**src/rtl/ndr_pkg.sv**
```systemverilog
// Package for the nearest delta R search block.
// Holds the transaction structs, sequencer states and fixed-point constants.
// Depends on nothing; the top level and the checker use it by scoped names.
`default_nettype none

package ndr_pkg;

	localparam logic OP_LOAD  = 1'b0;
	localparam logic OP_QUERY = 1'b1;

	localparam logic signed [17:0] FX_PI     = 18'sd12868;
	localparam logic signed [17:0] FX_TWO_PI = 18'sd25736;
	localparam logic [15:0]        DIST_MAX  = 16'hFFFF;

	// Root bits produced for a 34-bit radicand, one per cycle.
	localparam int ROOT_STEPS = 17;

	typedef struct packed {
		logic               operation;
		logic signed [15:0] eta;
		logic signed [15:0] phi;
		logic [5:0]         slot;
		logic [6:0]         entry_count;
	} req_t;

	typedef struct packed {
		logic [15:0] distance;
		logic [5:0]  nearest_slot;
		logic        found;
	} rsp_t;

	typedef enum logic [2:0] {
		ST_IDLE,
		ST_FETCH,
		ST_DIFF,
		ST_SQ_ETA,
		ST_SQ_PHI,
		ST_CMP,
		ST_ROOT,
		ST_DONE
	} state_t;

endpackage

`default_nettype wire

```
**src/rtl/nearest_delta_r_search.sv**
```systemverilog
// Top level of the nearest delta R search: object store, shared squaring unit,
// compare sequencer and bit-serial square root. Uses ndr_pkg and ndr_ram.
//
// Channel | Direction | Handshake            | Payload
// req     | in        | req_valid, req_stall | ndr_pkg::req_t (load or query)
// rsp     | out       | rsp_valid, rsp_stall | ndr_pkg::rsp_t (one per query)
//
// A query runs over the first n store entries (n is the saturated count, the skipped
// entry included) and goes straight to the result register when n is 0. After ST_FETCH,
// each entry passes through ST_DIFF, ST_SQ_ETA, ST_SQ_PHI and ST_CMP because one
// multiplier squares both differences, and the root then yields one result bit per cycle.
// req_stall is high while a query runs and while its result waits for the output
// register to free up. A finished result waits in the output register while new
// loads and queries are taken. Reset clears the sequencer and the result valid;
// the store is not cleared.
`default_nettype none

module nearest_delta_r_search #(
	parameter int MAX_ENTRIES = 64
) (
	input  wire logic           clk,
	input  wire logic           arst_n,
	input  wire logic           req_valid,
	output logic                req_stall,
	input  wire ndr_pkg::req_t  req,
	output logic                rsp_valid,
	input  wire logic           rsp_stall,
	output ndr_pkg::rsp_t       rsp
);

	localparam int AW = $clog2(MAX_ENTRIES);
	localparam int CW = $clog2(MAX_ENTRIES + 1);
	localparam int XW = (CW > 6) ? CW : 6;
	localparam int NW = (CW > 7) ? CW : 7;

	ndr_pkg::state_t state_q, state_d;

	logic               req_accept;
	logic               ram_we;
	logic               mul_phi_sel;
	logic               ld_out;
	logic [31:0]        ram_rdata;

	logic signed [15:0] eta_q, phi_q;
	logic [5:0]         skip_q;
	logic [CW-1:0]      cnt_q, idx_q, cur_q, best_idx_q;
	logic [CW-1:0]      cnt_sat;
	logic               skip_ent_q, have_q;
	logic signed [17:0] de_q, dp_q;
	logic [31:0]        sqe_q, sqp_q;
	logic [32:0]        best_q;
	logic [33:0]        rad_q;
	logic [19:0]        rem_q;
	logic [16:0]        root_q;
	logic [4:0]         step_q;
	logic               rsp_valid_q;
	ndr_pkg::rsp_t      rsp_q, rsp_d;

	logic signed [15:0] eta_i, phi_i;
	logic signed [17:0] de_w, dp_raw, dp_abs, dp_fold;
	logic signed [17:0] mul_op;
	logic signed [35:0] prod;
	logic [32:0]        sum;
	logic               upd;
	logic [32:0]        best_new;
	logic [21:0]        rem_in, trial;

	assign req_accept = req_valid && !req_stall;
	assign req_stall  = (state_q != ndr_pkg::ST_IDLE);
	assign rsp_valid  = rsp_valid_q;
	assign rsp        = rsp_q;

	assign cnt_sat = (NW'(req.entry_count) > NW'(MAX_ENTRIES)) ? CW'(MAX_ENTRIES)
		: CW'(req.entry_count);

	ndr_ram #(
		.WIDTH(32),
		.DEPTH(MAX_ENTRIES)
	) u_store (
		.clk    (clk),
		.wr_en  (ram_we),
		.wr_addr(AW'(req.slot)),
		.wr_data({req.eta, req.phi}),
		.rd_addr(idx_q[AW-1:0]),
		.rd_data(ram_rdata)
	);

	assign eta_i   = ram_rdata[31:16];
	assign phi_i   = ram_rdata[15:0];
	assign de_w    = 18'(eta_q) - 18'(eta_i);
	assign dp_raw  = 18'(phi_q) - 18'(phi_i);
	assign dp_abs  = dp_raw[17] ? -dp_raw : dp_raw;
	assign dp_fold = (dp_abs > ndr_pkg::FX_PI) ? (ndr_pkg::FX_TWO_PI - dp_abs) : dp_abs;

	assign mul_op = mul_phi_sel ? dp_q : de_q;
	assign prod   = mul_op * mul_op;

	assign sum      = {1'b0, sqe_q} + {1'b0, sqp_q};
	assign upd      = !skip_ent_q && (!have_q || (sum < best_q));
	assign best_new = upd ? sum : best_q;

	assign rem_in = {rem_q, rad_q[33:32]};
	assign trial  = {3'b000, root_q, 2'b01};

	always_comb begin
		state_d = state_q;
		unique case (state_q)
			ndr_pkg::ST_IDLE: begin
				if (req_accept && req.operation == ndr_pkg::OP_QUERY) begin
					state_d = (req.entry_count == 7'd0) ? ndr_pkg::ST_DONE
						: ndr_pkg::ST_FETCH;
				end
			end
			ndr_pkg::ST_FETCH:  state_d = ndr_pkg::ST_DIFF;
			ndr_pkg::ST_DIFF:   state_d = ndr_pkg::ST_SQ_ETA;
			ndr_pkg::ST_SQ_ETA: state_d = ndr_pkg::ST_SQ_PHI;
			ndr_pkg::ST_SQ_PHI: state_d = ndr_pkg::ST_CMP;
			ndr_pkg::ST_CMP: begin
				state_d = (idx_q == cnt_q) ? ndr_pkg::ST_ROOT : ndr_pkg::ST_DIFF;
			end
			ndr_pkg::ST_ROOT: begin
				if (step_q == 5'd0) begin
					state_d = ndr_pkg::ST_DONE;
				end
			end
			ndr_pkg::ST_DONE: begin
				if (ld_out) begin
					state_d = ndr_pkg::ST_IDLE;
				end
			end
			default: state_d = ndr_pkg::ST_IDLE;
		endcase
	end

	always_comb begin
		ram_we      = 1'b0;
		mul_phi_sel = 1'b0;
		ld_out      = 1'b0;
		unique case (state_q)
			ndr_pkg::ST_IDLE: begin
				ram_we = req_accept && (req.operation == ndr_pkg::OP_LOAD)
					&& (XW'(req.slot) < XW'(MAX_ENTRIES));
			end
			ndr_pkg::ST_SQ_PHI: mul_phi_sel = 1'b1;
			ndr_pkg::ST_DONE:   ld_out = !rsp_valid_q || !rsp_stall;
			default: begin
			end
		endcase
	end

	always_comb begin
		rsp_d.found = have_q;
		if (have_q) begin
			rsp_d.distance     = root_q[16] ? ndr_pkg::DIST_MAX : root_q[15:0];
			rsp_d.nearest_slot = 6'(best_idx_q);
		end else begin
			rsp_d.distance     = ndr_pkg::DIST_MAX;
			rsp_d.nearest_slot = 6'd0;
		end
	end

	always_ff @(posedge clk or negedge arst_n) begin
		if (!arst_n) begin
			state_q     <= ndr_pkg::ST_IDLE;
			rsp_valid_q <= 1'b0;
		end else begin
			state_q <= state_d;
			if (ld_out) begin
				rsp_valid_q <= 1'b1;
			end else if (!rsp_stall) begin
				rsp_valid_q <= 1'b0;
			end
		end
	end

	always_ff @(posedge clk) begin
		if (ld_out) begin
			rsp_q <= rsp_d;
		end
		unique case (state_q)
			ndr_pkg::ST_IDLE: begin
				if (req_accept) begin
					eta_q  <= req.eta;
					phi_q  <= req.phi;
					skip_q <= req.slot;
					cnt_q  <= cnt_sat;
					idx_q  <= '0;
					have_q <= 1'b0;
				end
			end
			ndr_pkg::ST_DIFF: begin
				de_q       <= de_w;
				dp_q       <= dp_fold;
				cur_q      <= idx_q;
				skip_ent_q <= (XW'(idx_q) == XW'(skip_q));
				idx_q      <= idx_q + 1'b1;
			end
			ndr_pkg::ST_SQ_ETA: sqe_q <= prod[31:0];
			ndr_pkg::ST_SQ_PHI: sqp_q <= prod[31:0];
			ndr_pkg::ST_CMP: begin
				if (upd) begin
					have_q     <= 1'b1;
					best_q     <= sum;
					best_idx_q <= cur_q;
				end
				rad_q  <= {1'b0, best_new};
				rem_q  <= '0;
				root_q <= '0;
				step_q <= 5'(ndr_pkg::ROOT_STEPS - 1);
			end
			ndr_pkg::ST_ROOT: begin
				rad_q  <= {rad_q[31:0], 2'b00};
				step_q <= step_q - 1'b1;
				if (rem_in >= trial) begin
					rem_q  <= 20'(rem_in - trial);
					root_q <= {root_q[15:0], 1'b1};
				end else begin
					rem_q  <= rem_in[19:0];
					root_q <= {root_q[15:0], 1'b0};
				end
			end
			default: begin
			end
		endcase
	end

endmodule

`default_nettype wire

```
**src/rtl/ndr_ram.sv**
```systemverilog
// Generic single-write, single-read RAM with a registered read port.
// Width and depth are parameters; no package dependency.
`default_nettype none

module ndr_ram #(
	parameter int WIDTH = 32,
	parameter int DEPTH = 64,
	localparam int AW = $clog2(DEPTH)
) (
	input  wire logic             clk,
	input  wire logic             wr_en,
	input  wire logic [AW-1:0]    wr_addr,
	input  wire logic [WIDTH-1:0] wr_data,
	input  wire logic [AW-1:0]    rd_addr,
	output logic [WIDTH-1:0]      rd_data
);

	logic [WIDTH-1:0] mem_q [DEPTH];

	always_ff @(posedge clk) begin
		if (wr_en) begin
			mem_q[wr_addr] <= wr_data;
		end
		rd_data <= mem_q[rd_addr];
	end

endmodule

`default_nettype wire

```
**config.mk**
```make
export PLATFORM = sky130hd
export DESIGN_NAME = nearest_delta_r_search
export DESIGN_NICKNAME = d
export VERILOG_FILES = /design/src/rtl/ndr_pkg.sv /design/src/rtl/nearest_delta_r_search.sv /design/src/rtl/ndr_ram.sv
export SDC_FILE = /design/constraint.sdc
export NUM_CORES = 2
export LEC_CHECK = 0
export BUFFER_PORTS_ARGS = -buffer_cell sky130_fd_sc_hd__buf_2
export CAP_MARGIN = 20
export CORE_MARGIN = 1
export CORE_UTILIZATION = 65
export CTS_CLUSTER_DIAMETER = 200
export DETAILED_ROUTE_END_ITERATION = 8
export PLACE_DENSITY_LB_ADDON = 0.15
export SLEW_MARGIN = 20
export SYNTH_ARGS = -nofsm -noshare
export SYNTH_HDL_FRONTEND = slang
export SYNTH_HIERARCHICAL = 1
export SYNTH_SLANG_ARGS = --single-unit
```
**constraint.sdc**
```tcl
create_clock -name clk -period 14.2 [get_ports clk]
set_input_delay 1.42 -clock clk [delete_from_list [all_inputs] [get_ports clk]]
set_output_delay 1.42 -clock clk [all_outputs]
set_load 0.005 [all_outputs]
```
[Word level (Yosys, flattened, before mapping)]
Memory sizes are Yosys's and may differ from the RTL's. A register that Yosys moved wholly into a read port is not among the register bits.
Index checks and enable logic that the tools add are counted.
Operators by class
  multipliers: 1
  add/sub/neg operators: 8
  div/mod/pow operators: 0
  magnitude comparators: 4
  equal/unequal tests: 15
  bitwise logic cells: 2
  shift operators: 0
  muxes and demuxes: 28
  reductions and logical operators: 24
Operators by type and width (count)
  34-bit one-hot mux with 2 select lines: 1
  18-bit 2-to-1 mux: 3
  20-bit one-hot mux with 2 select lines: 1
  17-bit one-hot mux with 2 select lines: 1
  16-bit by 16-bit subtractor with 17-bit output: 2
  32-bit by 32-bit adder with 33-bit output: 1
  33-bit < comparator: 1
  33-bit 2-to-1 mux: 1
  18-bit by 18-bit multiplier with 32-bit output: 1
  3-bit one-hot mux with 8 select lines: 1
  22-bit by 19-bit greater-or-equal comparator with 1-bit output: 1
  20-bit 2-to-1 mux: 1
  20-bit by 19-bit subtractor with 20-bit output: 1
  18-bit by 15-bit > comparator with 1-bit output (second input constant): 1
  17-bit negator with 18-bit output: 1
  16-bit by 18-bit subtractor with 18-bit output (first input constant): 1
  3-bit 2-to-1 mux: 5
  7-bit one-hot mux with 2 select lines: 1
  3-bit equality test (second input constant): 4
  1-bit 2-to-1 mux: 10
  2-bit != test (second input constant): 5
  5-bit one-hot mux with 2 select lines: 1
  7-bit by 1-bit adder with 7-bit output (second input constant): 1
  7-bit by 6-bit equality test with 1-bit output: 1
  other kinds (20): 35
Storage, ports and cells
  memory bits (read-only): 0
  RAM bits: 2048
  bits in latches: 0
  memories: 1
  register bits after elaboration: 302
Memory list
  u_store.mem_q: words 64, bits a word 32, read ports 1, clocked after Yosys merged registers in 1, wr ports 1, RTL line ndr_ram.sv:18  | logic [WIDTH-1:0] mem_q [DEPTH];

[Longest topological paths before layout]
  depth in word-level cells: 7
  mapped depth: 31

[Modules after synthesis]
The synthesis kept the hierarchy.
Modules (own cells, without submodules)
  ndr_ram: area an instance 78515.3 sq um, cells each 3324, instances 1
  nearest_delta_r_search: area an instance 26459.1 sq um, cells each 2544, instances 1

[Least setup slack after synthesis]
OpenSTA, ideal clock, no wires.
  kind: reg-to-reg
  start point: register state_q[2]
  end point: register sqe_q[29] (data pin)
  path slack: 5603 ps
  buffers on the path: 3
  clock period less this slack: 8597 ps
  library setup time: 271 ps
  cell stages (with the launch flop): 27
  arrival time: 8326 ps
  cell sequence: dfrtp_1 -> clkbuf_1 -> nor3b_1 -> clkbuf_1 -> mux2_2 -> buf_1 -> nand2_1 -> fa_1 -> fa_1 -> inv_1 -> ha_1 -> fa_1 -> inv_1 -> fa_1 -> inv_1 -> fa_1 -> ha_1 -> o21a_1 -> o21ai_0 -> a311oi_1 -> o31a_1 -> a41oi_1 -> o211ai_1 -> o41ai_1 -> o21ai_0 -> o41ai_1 -> xnor2_1
Between the ends
  word-level cells in the longest chain between the ends: 4
RTL lines
  start, declared: RTL line nearest_delta_r_search.sv:36  | ndr_pkg::state_t state_q, state_d;
  start signal, assigned: RTL line nearest_delta_r_search.sv:164  | state_q <= ndr_pkg::ST_IDLE;
  start signal, assigned: RTL line nearest_delta_r_search.sv:167  | state_q <= state_d;
  3-bit equality test: RTL line nearest_delta_r_search.sv:139  | unique case (state_q)
  1-bit 2-to-1 mux: RTL line nearest_delta_r_search.sv:139
  18-bit 2-to-1 mux: RTL line nearest_delta_r_search.sv:95  | assign mul_op = mul_phi_sel ? dp_q : de_q;
  18-bit by 18-bit multiplier with 32-bit output: RTL line nearest_delta_r_search.sv:96  | assign prod = mul_op * mul_op;
  named net prod[29]: RTL line nearest_delta_r_search.sv:62  | logic signed [35:0] prod;
  end signal, assigned: RTL line nearest_delta_r_search.sv:198  | ndr_pkg::ST_SQ_ETA: sqe_q <= prod[31:0];
  end, declared: RTL line nearest_delta_r_search.sv:50  | logic [31:0] sqe_q, sqp_q;
The timed path passes the listed nets, and every way through them passes these cells.
A chain may end at the register's enable or synchronous reset.

[Worst setup path after layout]
  start point: register state_q[0]
  end point: register sqp_q[29] (data pin)
Between the ends
  word-level cells in the longest chain between the ends: 4
RTL lines
  3-bit equality test: RTL line nearest_delta_r_search.sv:139
  1-bit 2-to-1 mux: RTL line nearest_delta_r_search.sv:139
  18-bit 2-to-1 mux: RTL line nearest_delta_r_search.sv:95
  18-bit by 18-bit multiplier with 32-bit output: RTL line nearest_delta_r_search.sv:96
  named net prod[29]: RTL line nearest_delta_r_search.sv:62
  end signal, assigned: RTL line nearest_delta_r_search.sv:199  | ndr_pkg::ST_SQ_PHI: sqp_q <= prod[31:0];
  end, declared: RTL line nearest_delta_r_search.sv:50
The timed path passes the listed nets, and every way through them passes these cells.

==> impl_metrics.yaml <==
cells_and_area:
  layout-drive-gt1-share_pct: 19.69
  final_cell_mix: "2343 x edfxtp_1, 544 x mux4_2, 506 x inv_1"
  finish.instance_area_um2: 116000
  multiInputGateArea_um2: 31370
  area_growth_pct: 10.50
  nets: 6611
  final_common_cell: "edfxtp_1"
  fillers: 9576
  regArea_um2: 71100
worst_setup_path:
  critical_path_class: "register to register"
  cp-startpoint: "state_q[0]"
  startpoint_type: "register"
  crit_path_cell_trace: "nor3b_2 -> buf_4 -> mux2i_1 -> inv_1 -> nand2_1 -> fa_1 -> fa_1 -> fa_1 -> fa_1 -> inv_1 -> fa_1 -> inv_1 -> fa_1 -> inv_1 -> ha_1 -> a21oi_1 -> nor2b_1 -> o31a_1 -> a41oi_1 -> o211ai_1 -> o41ai_1 -> o21ai_0 -> o41ai_1 -> xnor2_1"
  cp-endpoint: "sqp_q[29]"
  cp.required_ns: 14.80
  cp.buffers_inverters: 5
  cp_top_family: "adder cells"
  rr_endpoint: "sqp_q[29]"
  worst_setup_path_end_kind: "register"
  worstRegToRegCells: 24
  worst-r2r-setup-slack_ns: 4.78
  cp_max_fo: 54
  cpPeakStageDelay_ns: 0.84
  r2r_start: "state_q[0]"
  crit_cells: 24
  crit_top_cell: "fa_1"
  critPathSlowestCell: "mux2i_1"
  crit_arrival_ns: 10.02
detailed_routing:
  routed_wl_um: 263400
  vias: 56112
  via_per_inst: 6.652
  drtPass1Iterations: 6
  avgRoutedWirePerCell_um: 31.23
  drc_errors: 0
  drtAntennaViolNets: 0
  drt-initial-drc-count: 7117
yosys:
  synth_compound_area_share_pct: 3.501
  yosys.area.top_type: "edfxtp_1"
  synth_mux_area_share_pct: 13.40
  synth_ff_type: "edfxtp_1"
  synth-edff-count: 2343
  syn-mean-instance-area_um2: 17.89
  synth_top_area_share_pct: 67.02
  yosysUniqueCellTypes: 92
  ys_ff_latch: 2379
  synthAdderAreaFrac_pct: 7.621
  yosysWarnings: 6
  synth-xor-area-share_pct: 1.250
  netlist_instances: 5868
  synth_area_leaders: "edfxtp_1 67%, mux4_2 12%, fa_1 5.1%"
  ys_async_sr_fraction_pct: 0.1681
  yosysSeqAreaShare_pct: 67.73
  synth_top_family_by_area: "multiplexers"
  synth-simple-area-share_pct: 3.617
  syn_nets: 6396
  netlist_area_um2: 105000
sta:
  slew_viol_final: 0
  rsz0062_at_grt: "no"
  fin_skew_ns: 0.04008
  slew_headroom_pct: 23.47
  hold_viol: 0
  fin_crit_ns: 9.416
  setup_viol: 0
  post-route-period-util_pct: 66.31
  fmax_ghz: 0.1062
  setup_tns_ns: 0
  worstMarginPinSlew_ns: 1.144
  worst_hold_slack_ns: 0.3704
global_routing:
  antenna_found_initial: 14
  overflow: 0
  grt_pass1_vias: 57350
  grt_pass1_wl_um: 382800
  grt_max_degree: 114
  track_usage_pct: 33.01
floorplanning:
  initial_core_util_pct: 65.45
  ioPinCount: 75
  rows: 147
  fp.coreArea_um2: 160400
  die_w_um: 403.9
  dieArea_um2: 163100
  dieHeight_um: 403.9
clocking:
  clockRootBuffer: "clkbuf_16"
  cts_resized: 0
  cts_made_buffers: 224
  cts_tree: "yes"
  cts.hold.buffers_added: 0
  htreeDepth: 4
  clock-sinks: 2379
  clk_path_buf_depth: 3
  postCtsSetupBuffers: 0
  clock_latency_ns: 0.90
  clk_pin_slew_ns: 0.06
outcome:
  status: "complete, no violations"
placement:
  dp_hpwl_um: 149300
  dpl_cell_area_um2: 108700
  numPortBuffers: 74
  gp_congestion: 0.9158
flow_run:
  cap_violations: 0
worst_hold_path:
  worstHoldPathType: "input pin to asynchronous set/reset pin"
## sequential cells by signal (all words and copies together), names as in the netlist, 6 cells and up
| register | flops |
|---|---|
| u_store/mem_q | 2048 |
| rad_q | 34 |
| best_q | 33 |
| u_store/rd_data | 32 |
| sqe_q | 31 |
| sqp_q | 31 |
| rsp | 23 |
| rem_q | 20 |
| dp_q | 18 |
| de_q | 17 |
| root_q | 17 |
| eta_q | 16 |
| phi_q | 16 |
| cnt_q | 7 |
| idx_q | 7 |
| best_idx_q | 6 |
| cur_q | 6 |
| skip_q | 6 |
## worst reg2reg max path: cells and delay by family (launching register included)
kind / cells / cell delay [ns]
mux: 1 / 0.93
compound gates: 7 / 2.44
fa+ha+maj: 7 / 3.30
flops: 1 / 0.51
simple gates: 3 / 0.56
buf+inv: 5 / 1.30
xor+xnor: 1 / 0.12
## kinds of logic after synthesis
| logic type | after synthesis |
|---|---|
| AOI/OAI and AO/OA | 545 |
| xor gates and xnor gates | 146 |
| adders and majority gates | 478 |
| buffers and inverters | 748 |
| DFF | 2379 |
| muxes | 718 |
| and+or+nand+nor | 854 |
## Yosys cell counts, drive strengths merged, types with 50 or more instances
cell type and n:
clkbuf 116, edfxtp 2343, nor2 383, xnor2 96, o21ai 68, a21oi 146, buf 122, nand2 230
mux2 56, mux2i 118, mux4 544, fa 269, o22ai 86, inv 508, ha 209, xor2 50
## layer usage
layer	wire length [µm]	GRT usage [%]
met1	97110	45.83
met2	127700	52.87
met3	26220	5.051
met4	12360	14.54
met5	11	0
## cell type report
type                       count  area share, %
antenna                        8        0.01726
inverter                     510          1.651
multi-input combinational   2741          27.05
clock buffer                 284          5.078
timing repair buffer         227          1.407
tap                         2160          2.330
sequential                  2379          61.29
clock inverter               126          1.175
## how the worst min path moves through the flow
| stage | start | end | slack [ns] | cells past startpoint |
|---|---|---|---|---|
| floorplan | cur_q[0] | best_idx_q[0] | 0.40 | 0 |
| global placement | cur_q[4] | best_idx_q[4] | 0.40 | 0 |
| detailed placement | cur_q[2] | best_idx_q[2] | 0.41 | 0 |
| CTS | arst_n | rsp_valid | 0.33 | 1 |
| global route | arst_n | state_q[1] | 0.34 | 1 |
| finish | arst_n | state_q[1] | 0.37 | 1 |
## through the flow
stage          utilization, %  cells  worst slack (ns)
6_report                72.32   8435             4.784
3_3_place_gp            67.75   8015             5.134
4_1_cts                 72.31   8427             4.739
5_1_grt                 72.31   8427             4.116
3_5_place_dp            67.79   8017             4.780
2_1_floorplan               -   5868             5.603
Power is not shown: default switching activity piles up to over one toggle a cycle in this logic, so the estimate is an artifact.
